## config.mk

```make
export PLATFORM = sky130hd
export DESIGN_NAME = escaped_frame_sample_decoder_core
export DESIGN_NICKNAME = d
export VERILOG_FILES = /design/src/hw/rtl/efsd_pkg.sv /design/src/hw/rtl/efsd_frame_decoder.sv /design/src/hw/rtl/escaped_frame_sample_decoder_core.sv
export SDC_FILE = /design/constraint.sdc
export NUM_CORES = 1
export LEC_CHECK = 0
export ABC_CLOCK_PERIOD_IN_PS = 2800
export CAP_MARGIN = 20
export CORE_MARGIN = 8
export CORE_UTILIZATION = 25
export CTS_CLUSTER_DIAMETER = 60
export DETAILED_ROUTE_END_ITERATION = 10
export DONT_BUFFER_PORTS = 1
export PLACE_DENSITY = 0.47
export SLEW_MARGIN = 20
export SYNTH_ARGS = -nofsm -noshare
export SYNTH_HDL_FRONTEND = slang
export SYNTH_SLANG_ARGS = --single-unit
```

## constraint.sdc

```tcl
create_clock -name clk_i -period 2.8 [get_ports clk_i]
set_clock_uncertainty 0.15 [all_clocks]
set_input_delay 0.42 -clock clk_i [delete_from_list [all_inputs] [get_ports clk_i]]
set_output_delay 0.42 -clock clk_i [all_outputs]
set_load 0.03 [all_outputs]
```

## src/hw/rtl/efsd_pkg.sv

```systemverilog
// shared types and constants of the escaped frame sample decoder
package efsd_pkg;

  localparam int unsigned NumChannelsDefault = 8;

  localparam int unsigned ByteW   = 8;
  localparam int unsigned KindW   = 2;
  localparam int unsigned ChanW   = 3;
  localparam int unsigned SampleW = 16;

  localparam logic [ByteW-1:0] ChOpen   = 8'h7B;
  localparam logic [ByteW-1:0] ChClose  = 8'h7D;
  localparam logic [ByteW-1:0] ChEscape = 8'h7C;
  localparam logic [ByteW-1:0] EscXor   = 8'h20;
  localparam logic [ByteW-1:0] ChTick   = 8'h74;

  typedef enum logic [KindW-1:0] {
    KIND_TICK  = 2'd0,
    KIND_CHAN  = 2'd1,
    KIND_PARAM = 2'd2
  } kind_e;

  typedef struct packed {
    logic                      valid;
    kind_e                     kind;
    logic [ChanW-1:0]          channel;
    logic signed [SampleW-1:0] sample;
  } result_t;

endpackage

```

## src/hw/rtl/efsd_frame_decoder.sv

```systemverilog
// unstuffing, frame tracking and sample assembly for one byte per cycle while step_i is high
module efsd_frame_decoder #(
  parameter int unsigned NUM_CHANNELS = efsd_pkg::NumChannelsDefault
) (
  input  logic                         clk_i,
  input  logic                         rst_ni,
  input  logic                         step_i,
  input  logic [efsd_pkg::ByteW-1:0]   byte_i,
  input  logic                         pause_i,
  output efsd_pkg::result_t            result_o
);

  localparam logic [efsd_pkg::ByteW-1:0] NumCh = efsd_pkg::ByteW'(NUM_CHANNELS);

  logic                        esc_q, esc_d;
  logic                        in_frame_q, in_frame_d;
  logic [efsd_pkg::ByteW-1:0]  count_q, count_d;
  logic [efsd_pkg::ByteW-1:0]  high_q, high_d;

  logic                        is_data;
  logic [efsd_pkg::ByteW-1:0]  data;
  logic [efsd_pkg::ByteW-1:0]  idx;

  always_comb begin
    esc_d      = esc_q;
    in_frame_d = in_frame_q;
    count_d    = count_q;
    high_d     = high_q;
    is_data    = 1'b0;
    data       = byte_i;
    idx        = {1'b0, count_q[efsd_pkg::ByteW-1:1]} - 8'd1;
    result_o   = '0;
    result_o.kind = efsd_pkg::KIND_TICK;

    if (esc_q) begin
      esc_d   = 1'b0;
      is_data = 1'b1;
      data    = byte_i ^ efsd_pkg::EscXor;
    end else begin
      case (byte_i)
        efsd_pkg::ChClose:  in_frame_d = 1'b0;
        efsd_pkg::ChOpen: begin
          in_frame_d = 1'b1;
          count_d    = '0;
        end
        efsd_pkg::ChEscape: esc_d = 1'b1;
        default:            is_data = 1'b1;
      endcase
    end

    if (is_data && in_frame_q) begin
      count_d = count_q + 8'd1;
      if (count_q == '0) begin
        // first data byte of a frame must be the tick marker
        if (data != efsd_pkg::ChTick) begin
          in_frame_d = 1'b0;
        end else if (!pause_i) begin
          result_o.valid = 1'b1;
        end
      end else if (count_q[0]) begin
        high_d = data;
      end else if (idx < NumCh) begin
        result_o.valid   = 1'b1;
        result_o.kind    = efsd_pkg::KIND_CHAN;
        result_o.channel = idx[efsd_pkg::ChanW-1:0];
        result_o.sample  = {high_q, data};
      end else if (idx == NumCh) begin
        result_o.valid  = 1'b1;
        result_o.kind   = efsd_pkg::KIND_PARAM;
        result_o.sample = {high_q, data};
      end
    end

    if (!step_i) begin
      result_o.valid = 1'b0;
    end
  end

  always_ff @(posedge clk_i or negedge rst_ni) begin
    if (!rst_ni) begin
      esc_q      <= 1'b0;
      in_frame_q <= 1'b0;
      count_q    <= '0;
      high_q     <= '0;
    end else if (step_i) begin
      esc_q      <= esc_d;
      in_frame_q <= in_frame_d;
      count_q    <= count_d;
      high_q     <= high_d;
    end
  end

endmodule

```

## src/hw/rtl/escaped_frame_sample_decoder_core.sv

```systemverilog
// top level of the escaped frame sample decoder: input and result registers
// Usage:
// Raw serial bytes enter on the s_axis channel, one byte per transaction.
// '{' opens a frame, '}' closes it and '|' escapes the next byte (xor 0x20).
// Each accepted frame starts with 't', which gives a time-tick event unless
// the pause bit is set; the following big-endian byte pairs give signed
// samples for channels 0..NUM_CHANNELS-1, then one parameter sample.
// Events leave on the m_axis channel: tuser carries the event kind, tdata the
// channel and the sample. A byte produces zero or one event.
// The pause bit is written through cfg_we_i/cfg_wdata_i; write it only while idle (not enforced by the block).
// From input transaction to event, the byte is first held in the input register,
// then the decode step loads the result register.
// Throughput is one byte per cycle unless the receiver stalls; the decode state updates in one step.
// When the receiver stalls with an event held, the input register holds too
// and s_axis_tready_o drops once it is occupied.
// Reset clears the frame state, both register valid bits and the pause bit.
module escaped_frame_sample_decoder_core #(
  parameter int unsigned NUM_CHANNELS = efsd_pkg::NumChannelsDefault
) (
  input  logic        clk_i,
  input  logic        rst_ni,
  input  logic        cfg_we_i,
  input  logic        cfg_wdata_i,    // pause
  input  logic        s_axis_tvalid_i,
  output logic        s_axis_tready_o,
  input  logic [7:0]  s_axis_tdata_i,  // [7:0] rx_byte
  output logic        m_axis_tvalid_o,
  input  logic        m_axis_tready_i,
  output logic [23:0] m_axis_tdata_o,  // [2:0] channel, [18:3] sample, rest zero
  output logic [1:0]  m_axis_tuser_o   // [1:0] event_kind
);

  logic                       pause_q;
  logic                       in_valid_q;
  logic [efsd_pkg::ByteW-1:0] in_byte_q;
  logic                       advance;
  logic                       step;
  efsd_pkg::result_t          result;
  efsd_pkg::result_t          out_q;

  assign advance         = !out_q.valid || m_axis_tready_i;
  assign step            = in_valid_q && advance;
  assign s_axis_tready_o = !in_valid_q || advance;

  always_ff @(posedge clk_i or negedge rst_ni) begin
    if (!rst_ni) begin
      pause_q <= 1'b0;
    end else if (cfg_we_i) begin
      pause_q <= cfg_wdata_i;
    end
  end

  always_ff @(posedge clk_i or negedge rst_ni) begin
    if (!rst_ni) begin
      in_valid_q <= 1'b0;
    end else if (s_axis_tready_o) begin
      in_valid_q <= s_axis_tvalid_i;
    end
  end

  always_ff @(posedge clk_i) begin
    if (s_axis_tready_o && s_axis_tvalid_i) begin
      in_byte_q <= s_axis_tdata_i;
    end
  end

  efsd_frame_decoder #(
    .NUM_CHANNELS(NUM_CHANNELS)
  ) u_decoder (
    .clk_i   (clk_i),
    .rst_ni  (rst_ni),
    .step_i  (step),
    .byte_i  (in_byte_q),
    .pause_i (pause_q),
    .result_o(result)
  );

  always_ff @(posedge clk_i or negedge rst_ni) begin
    if (!rst_ni) begin
      out_q <= '0;
    end else if (advance) begin
      out_q.valid <= result.valid;
      if (result.valid) begin
        out_q.kind    <= result.kind;
        out_q.channel <= result.channel;
        out_q.sample  <= result.sample;
      end
    end
  end

  assign m_axis_tvalid_o = out_q.valid;
  assign m_axis_tuser_o  = out_q.kind;
  assign m_axis_tdata_o  = {5'd0, out_q.sample, out_q.channel};

endmodule
```

# Word-level counts from Yosys, hierarchy flattened
# Cells that the tools add are included.
[classes] n_addsub=2 n_reduce_logical=13 n_bitwise=2 n_mux=25 eq_ne=6 order_cmp=1
[op_table] operator="22-bit 2-to-1 mux" n=2
[op_table] operator="16-bit 2-to-1 mux" n=2
[op_table] operator="8-bit by 7-bit equality test with 1-bit output (second input constant)" n=3
[op_table] operator="8-bit 2-to-1 mux" n=3
[op_table] operator="21-bit 2-to-1 mux" n=1
[op_table] operator="1-bit 2-to-1 mux" n=12
[op_table] operator="3-bit 2-to-1 mux" n=3
[op_table] operator="8-bit by 1-bit adder with 8-bit output (second input constant)" n=1
[op_table] operator="8-bit by 4-bit equality test with 1-bit output (second input constant)" n=1
[op_table] operator="8-bit zero test" n=1
[op_table] operator="8-bit by 4-bit < comparator with 1-bit output (second input constant)" n=1
[op_table] operator="8-bit by 7-bit != test with 1-bit output (second input constant)" n=1
[op_table] operator="7-bit by 1-bit subtractor with 8-bit output (second input constant)" n=1
[op_table] operator="6-bit 2-to-1 mux" n=1
[op_table] operator="4-bit AND reduction" n=1
[op_table] operator="1-bit logical AND" n=3
[op_table] operator="3-bit AND reduction" n=1
[op_table] operator="3-bit OR reduction" n=1
[op_table] operator="1-bit zero test" n=2
[op_table] operator="1-bit logical OR" n=2
[op_table] operator="2-bit != test (second input constant)" n=1
[op_table] operator="1-bit inverter" n=2
[op_table] operator="1-bit case mux with 2 select lines" n=1
[op_table] operator="2-bit AND reduction" n=1
[op_table] operator="2-bit nonzero test" n=1
[word_totals] wordCells=60 ff_bits=50 input_bits=14 output_inout_bits=28

# Depth between registers and ports, before layout
# Gate-level depths: netlist of the first run.
[logic_depth] word_depth=9 mapped_depth=8 depth_no_buf=7

# Modules after synthesis
# From an unflattened synthesis of the first run, not the netlist that was laid out.
[hier_totals] hier_cells=213 hier_area_um2=2667.6
[by_module_without_submodules] module="efsd_frame_decoder" area_each_um2=1362.6 cells_per_inst=144 seq_area_each_um2=450.4 instances=1
[by_module_without_submodules] module="escaped_frame_sample_decoder_core" area_each_um2=1305.0 cells_per_inst=69 seq_area_each_um2=840.8 instances=1

# Least setup slack after synthesis of the first run
# Ideal clock, no wire load.
[synth_path] kind="register to register" start="register u_decoder.count_q[4] in the netlist's numbering" end="register out_q (netlist bit m_axis_tdata_o[2])" setup_ps=125 synth_period_minus_slack_ps=2443 t_arrival_ps=2168 path_slack_ps=357 path_stages_with_launch=8 n_path_buf=2 required_time_ps=2525 path_cell_list="dfrtp_1 -> buf_6 -> or4_4 -> or4_4 -> nor4_4 -> a21oi_2 -> buf_6 -> mux2_4"
[synth_via] elab_chain_cells=9 word_cells_on_any_way=13 classes_between="add/sub: 1; order compare: 1; eq/ne: 1; mux: 8; reduce/logical: 2"
[synth_lines] element="start: declaration" line="efsd_frame_decoder.sv:17" text="logic [efsd_pkg::ByteW-1:0] count_q, count_d;"
[synth_lines] element="start signal: assignment" line="efsd_frame_decoder.sv:88" text="count_q <= count_d;"
[synth_lines] element="parallel branches: the longest is 6 deep, another holds 7-bit by 1-bit subtractor with 8-bit output"
[synth_lines] element="22-bit 2-to-1 mux *" line="efsd_frame_decoder.sv:51" text="if (is_data && in_frame_q) begin"
[synth_lines] element="1-bit 2-to-1 mux" line="efsd_frame_decoder.sv:74" text="if (!step_i) begin"
[synth_lines] element="2-bit AND reduction (no source line)"
[synth_lines] element="end: declaration" line="escaped_frame_sample_decoder_core.sv:39" text="efsd_pkg::result_t out_q;"
# Every way passes the cells marked *.
# A chain may end at the register's enable or synchronous reset.

# Worst setup path after layout of the first run
[layout_path] start="register u_decoder.count_q[4] in the netlist's numbering" end="register out_q (netlist bit m_axis_tdata_o[15])"
# The elaborated chain is that of the path after synthesis.

==> results.cfg, run 1 <==
[outcome]
status = finished, final reports clean

[worst_setup_path]
rr_startpoint = u_decoder.count_q[4]
worst_setup_path_end_kind = register
crit_type = reg2reg
arrival_ps = 2700
crit_path_start_kind = register
r2r_slack_ps = 210
crit_required_ps = 2900
cp_max_fo = 16
crit_start = u_decoder.count_q[4]

[floorplan]
die_h_um = 114
fp.dieW_um = 114
core_um2 = 9240
num_io_pins = 42
rows = 35
die_area_um2 = 12900
initial_utilization_pct = 25.8

[power]
power_density_nw_per_um2 = 558
ir_drop_mv = 0.191
total_power_uw = 1500
p_leak_uw = 0.00118

[detailed_routing]
dr_total_vias = 1560
drc = 0
postRouteAntennaNets = 0
totalWireLength_um = 5500
drtPass1Iterations = 4
avgViaCountPerCell = 4.63
wl_per_cell_um = 16.3
drtIter0Drc = 104

[final_layout]
area_growth_pct = 12.7
fin_nets = 226
drive_gt1_share_pct = 17.3
diodes = 0

[clock_network]
clock-root-buffer = clkbuf_8
clk_path_buf_depth = 2
clk_latency_ps = 310
cts_tree = built
cts.htree.levels = 2
cts-resized-gates = 0
path_clk_slew_ps = 100
clock_sinks = 50
numCtsBuffers = 5

[yosys]
syn-cell-area_um2 = 2380
yosys.area_share.adder_pct = 2.63
syn_area_per_cell_um2 = 12.0
synth_xor_area_share_pct = 1.47
synth-compound-area-share_pct = 13.7
synth_area_leaders = dfrtp_1 (44%), edfxtp_1 (10%), a22o_1 (5.9%)
synth_cells = 198
ys_seq_area_share_pct = 54.2
synth-seq-cells = 50
synth_edf_count = 8
synth_ff_type = dfrtp_1
yosys.area_share.simple_pct = 16.6
async_reset_ff_share_pct = 84.0
synthMuxAreaShare_pct = 7.09
ys_types = 45
synth_top_area_share_pct = 44.1
synth_top_family_by_area = simple AND/OR/NAND/NOR gates
synth_top_cell_by_area = dfrtp_1
yosys_warnings = 0

[timing]
setup_viol = 0
slew_violations = 0
fin_ws_ps = 206
finalHoldViolCount = 0
fin_crit_ps = 2590
rsz0062_at_grt = false
period_share_pct = 92.7
timing.fmax_ghz = 0.385
final.setup.tns_ps = 0

[global_route]
grt_use_total_pct = 9.06
grt_pass1_vias = 1616
grt_max_degree = 43
overflow = 0
antenna_found_initial = 0
grt_first_pass_wirelength_um = 9200

[worst_hold_path]
min_from = s_axis_tdata_i[7]
hold_class = in2reg

[placed_design]
io_buffers = 0
dp_slack_ps = 221
hpwl_um = 4030
gp_congestion = 0.796

[run]
max-cap-violations = 0
metrics by stage:
step / utilization [%] / area [um2] / hold WS [ps] / cells
final: 29.1 / 2690 / 55.6 / 337
after global routing: 29.1 / 2690 / 34.4 / 337
after CTS: 29.1 / 2690 / 44.5 / 337
after detailed placement: 27.4 / 2530 / -23.5 / 327
after global placement: 27.4 / 2530 / -22.8 / 327
after floorplan: - / 2400 / -25.6 / 202
layer usage:
| layer | global-route usage (%) | share of wire (%) | vias up |
|---|---|---|---|
| met5 | 0 | 0 | - |
| met4 | 3.64 | 1.6 | 0 |
| met3 | 3.59 | 8.9 | 6 |
| met2 | 12.7 | 42 | 43 |
| met1 | 12.1 | 48 | 763 |
| li1 | - | - | 748 |
registers in the layout, summed over array words and instances (netlist names):
| name | flops |
|---|---|
| u_decoder.esc_q | 1 |
| u_decoder.count_q | 8 |
| pause_q | 1 |
| m_axis_tvalid_o | 1 |
| in_byte_q | 8 |
| m_axis_tuser_o | 2 |
| u_decoder.in_frame_q | 1 |
| u_decoder.high_q | 8 |
| m_axis_tdata_o | 19 |
| in_valid_q | 1 |
kinds of logic after synthesis:
group	Yosys count
muxes	14
and+or+nand+nor	65
adders and majority gates	5
buffers and inverters	16
DFF	50
AOI/OAI and AO/OA	43
xor gates and xnor gates	4
other	1
cell usage after synthesis (all sizes together) (3+ instances only):
cell type / number
xnor2: 3
a21oi: 5
buf: 9
and3: 4
o31ai: 3
and4: 3
nand2: 10
a31oi: 4
edfxtp: 8
nand4: 3
and2: 3
nor2: 9
ha: 5
mux2: 14
inv: 4
or4: 3
nand3b: 3
a22o: 16
and3b: 3
clkbuf: 3
nand3: 5
nand2b: 4
dfrtp: 42
o21ai: 6
nor3: 9
critical path, cell delays in order, from the launching register on:
cell and delay [ps]:
dfrtp_1 500, or4_4 590, a211o_1 290, and4_1 170, a21oi_2 390, buf_4 300
a22o_1 150
report_power, final:
group          internal [uW]  leakage [uW]  switching (uW)  total [uW]
Sequential               771      0.000651            42.2         813
Clock                    237     0.0000545             263         500
Combinational           77.8      0.000470             107         185
Total                   1090       0.00118             412        1500
layout by cell type (no fill, tap or decap), types with 4 or more instances in the layout:
master / count
nor3_1: 8
a31oi_1: 4
o21ai_0: 6
inv_1: 4
nand2_1: 10
a22o_1: 16
nand2b_1: 4
edfxtp_1: 8
ha_1: 5
conb_1: 5
dfrtp_1: 42
nor2_1: 9
mux2_2: 11
nand3_1: 5
a21oi_1: 4
and3_1: 4
buf_4: 8
clkbuf_8: 5
final cells by class:
cell class / count / area, um2
multi-input cells: 136 / 1010
repair buffers: 10 / 97.6
flip-flops and latches: 50 / 1290
clock buffers: 6 / 93.8
fillers: 968 / 6560
inverters: 4 / 15.0
well taps: 129 / 161
clock inverters: 2 / 18.8
worst paths after layout:
| kind | to | depth (start not counted) |
|---|---|---|
| min in group asynchronous | u_decoder.count_q[7] | 2 |
| max in group asynchronous | in_valid_q | 2 |
| worst max-delay path | m_axis_tdata_o[15] | 6 |
| worst min register to register | m_axis_tdata_o[17] | 1 |
| worst min-delay path | in_byte_q[7] | 0 |
| worst max register to register | m_axis_tdata_o[15] | 6 |
what timing repair did:
action / 4_1_cts / 5_1_grt
hold buffers: 2 / 0
buffers inserted: 0 / 0
hold endpoints to repair: 42 / 0
(Power assumes the default switching activity.)
==> inputs of run 2 (changes only) <==
--- a/config.mk
+++ b/config.mk
@@ -8,11 +8,11 @@
 export ABC_CLOCK_PERIOD_IN_PS = 2800
 export CAP_MARGIN = 20
 export CORE_MARGIN = 8
-export CORE_UTILIZATION = 25
+export CORE_UTILIZATION = 28
 export CTS_CLUSTER_DIAMETER = 60
 export DETAILED_ROUTE_END_ITERATION = 10
 export DONT_BUFFER_PORTS = 1
-export PLACE_DENSITY = 0.47
+export PLACE_DENSITY = 0.5
 export SLEW_MARGIN = 20
 export SYNTH_ARGS = -nofsm -noshare
 export SYNTH_HDL_FRONTEND = slang
==> results.cfg, run 2 (synthesis results as in run 1) <==
[detailed_routing]
drtPass1Iterations = 4
dr_total_vias = 1563
drtIter0Drc = 97
drc = 0
postRouteAntennaNets = 0
avgViaCountPerCell = 4.98
totalWireLength_um = 5240
wl_per_cell_um = 16.7

[placed_design]
dpl_cell_area_um2 = 2510
io_buffers = 0
hpwl_um = 3960
dp_slack_ps = 219
gp_congestion = 0.837
dp_cells = 304

[power]
p_comb_share_pct = 13.4
p_sw_uw = 407
power_density_nw_per_um2 = 546
seq_power_share_pct = 56.0
netSwitchingFraction_pct = 28.2
clkPwrFrac_pct = 30.6
ir_drop_mv = 0.224
p_int_uw = 1040
p_leak_uw = 0.00117

[floorplan]
initial_utilization_pct = 29.0
num_io_pins = 42
fp.dieW_um = 108
die_h_um = 108
die_area_um2 = 11700
core_um2 = 8220
rows = 33

[timing]
rsz0062_at_grt = false
setup_viol = 0
fin_ws_ps = 201
timing.fmax_ghz = 0.385
final.setup.tns_ps = 0
period_share_pct = 92.8
slew_violations = 0
fin_crit_ps = 2600
finalHoldViolCount = 0

[clock_network]
cts.htree.levels = 2
numCtsBuffers = 5
clock_sinks = 50
ctsHoldBuffers = 2
cts_tree = built
clk_path_buf_depth = 2
clk_latency_ps = 300
clock-root-buffer = clkbuf_8
cts_setup_buffers = 0
cts-resized-gates = 0
path_clk_slew_ps = 100

[final_layout]
fill_cells = 805
final_common_cell = dfrtp_1
diodes = 0
layout.cells.non_filler = 314
fin_nets = 227
largest_reg_flops = 19
final_cell_mix = dfrtp_1 (42), a22o_1 (16), mux2_2 (11), nand2_1 (10)
area_growth_pct = 10.8
drive_gt1_share_pct = 17.7
final_cell_area_um2 = 2640

[worst_setup_path]
worst_setup_path_end_kind = register
rr_startpoint = u_decoder.count_q[4]
crit_type = reg2reg
arrival_ps = 2700
crit_start = u_decoder.count_q[4]
cp_max_fo = 15
crit_required_ps = 2900
crit_path_start_kind = register

[worst_hold_path]
min_from = s_axis_tdata_i[1]
hold_class = in2reg

[outcome]
status = finished, final reports clean

[global_route]
antenna_found_initial = 0
grt_first_pass_wirelength_um = 8540
grt_pass1_vias = 1562
grt_busiest_layer = met2
use_met2_pct = 13.3
use_met3_pct = 3.21
grt_max_degree = 43
grt_use_total_pct = 9.25
overflow = 0
gr-usage-met1_pct = 12.4

[run]
max-cap-violations = 0
==> run 2: cell count changes in the layout (fill, tap and decap cells not counted) <==
cell	change
buf_16	-1
buf_4	+1
clkbuf_16	-1
clkinvlp_4	-1
clkinv_4	+2
buf_12	+1
==> run 2: worst paths after layout <==
| path | endpoint | slack (ps) | cells after the start |
|---|---|---|---|
| max | m_axis_tdata_o[11] | 200 | 6 |
| min | in_byte_q[1] | 60 | 0 |
| max reg2reg | m_axis_tdata_o[11] | 200 | 6 |
| min reg2reg | m_axis_tdata_o[17] | 350 | 1 |
| max in group asynchronous | u_decoder.high_q[6] | 1850 | 2 |
| min in group asynchronous | pause_q | 440 | 2 |
==> run 2: cell type report <==
cell class                 instances  area, um2  share of cell area, %
clock buffer                       5       68.8                   2.61
timing repair buffer              11       97.6                   3.70
clock inverter                     3       28.8                   1.09
multi-input combinational        136       1010                   38.2
tap                              105        131                   4.98
inverter                           4       15.0                  0.569
sequential                        50       1290                   48.9
==> run 2: metal layers <==
layer  up-vias  wire length [um]
li1        759                 -
met1       761              2440
met2        41              2320
met3         2               417
met4         0                63
met5         -                 0
==> run 2: worst max-delay path: stages, from the launching register on <==
cell,delay [ps]
dfrtp_1,500
or4_4,590
a211o_1,290
and4_1,180
a21oi_2,390
buf_4,290
a22o_1,150
==> run 2: metrics by stage <==
stage | hold slack (ps) | utilization, % | power [uW]
finish | 64.6 | 32.1 | 1440
global route | 40.5 | 32.1 | 1520
CTS | 53.7 | 32.1 | 1460
detailed placement | -23.0 | 30.6 | 999
global placement | -23.4 | 30.6 | 1000
floorplan | -25.6 | - | 949
==> run 2: power by group through the flow <==
stage	sequential, uW	clock, uW	combinational (uW)
final	808	442	193
after global routing	814	488	216
after CTS	809	460	193
after detailed placement	823	0	175
after global placement	824	0	178
after floorplan	818	0	131
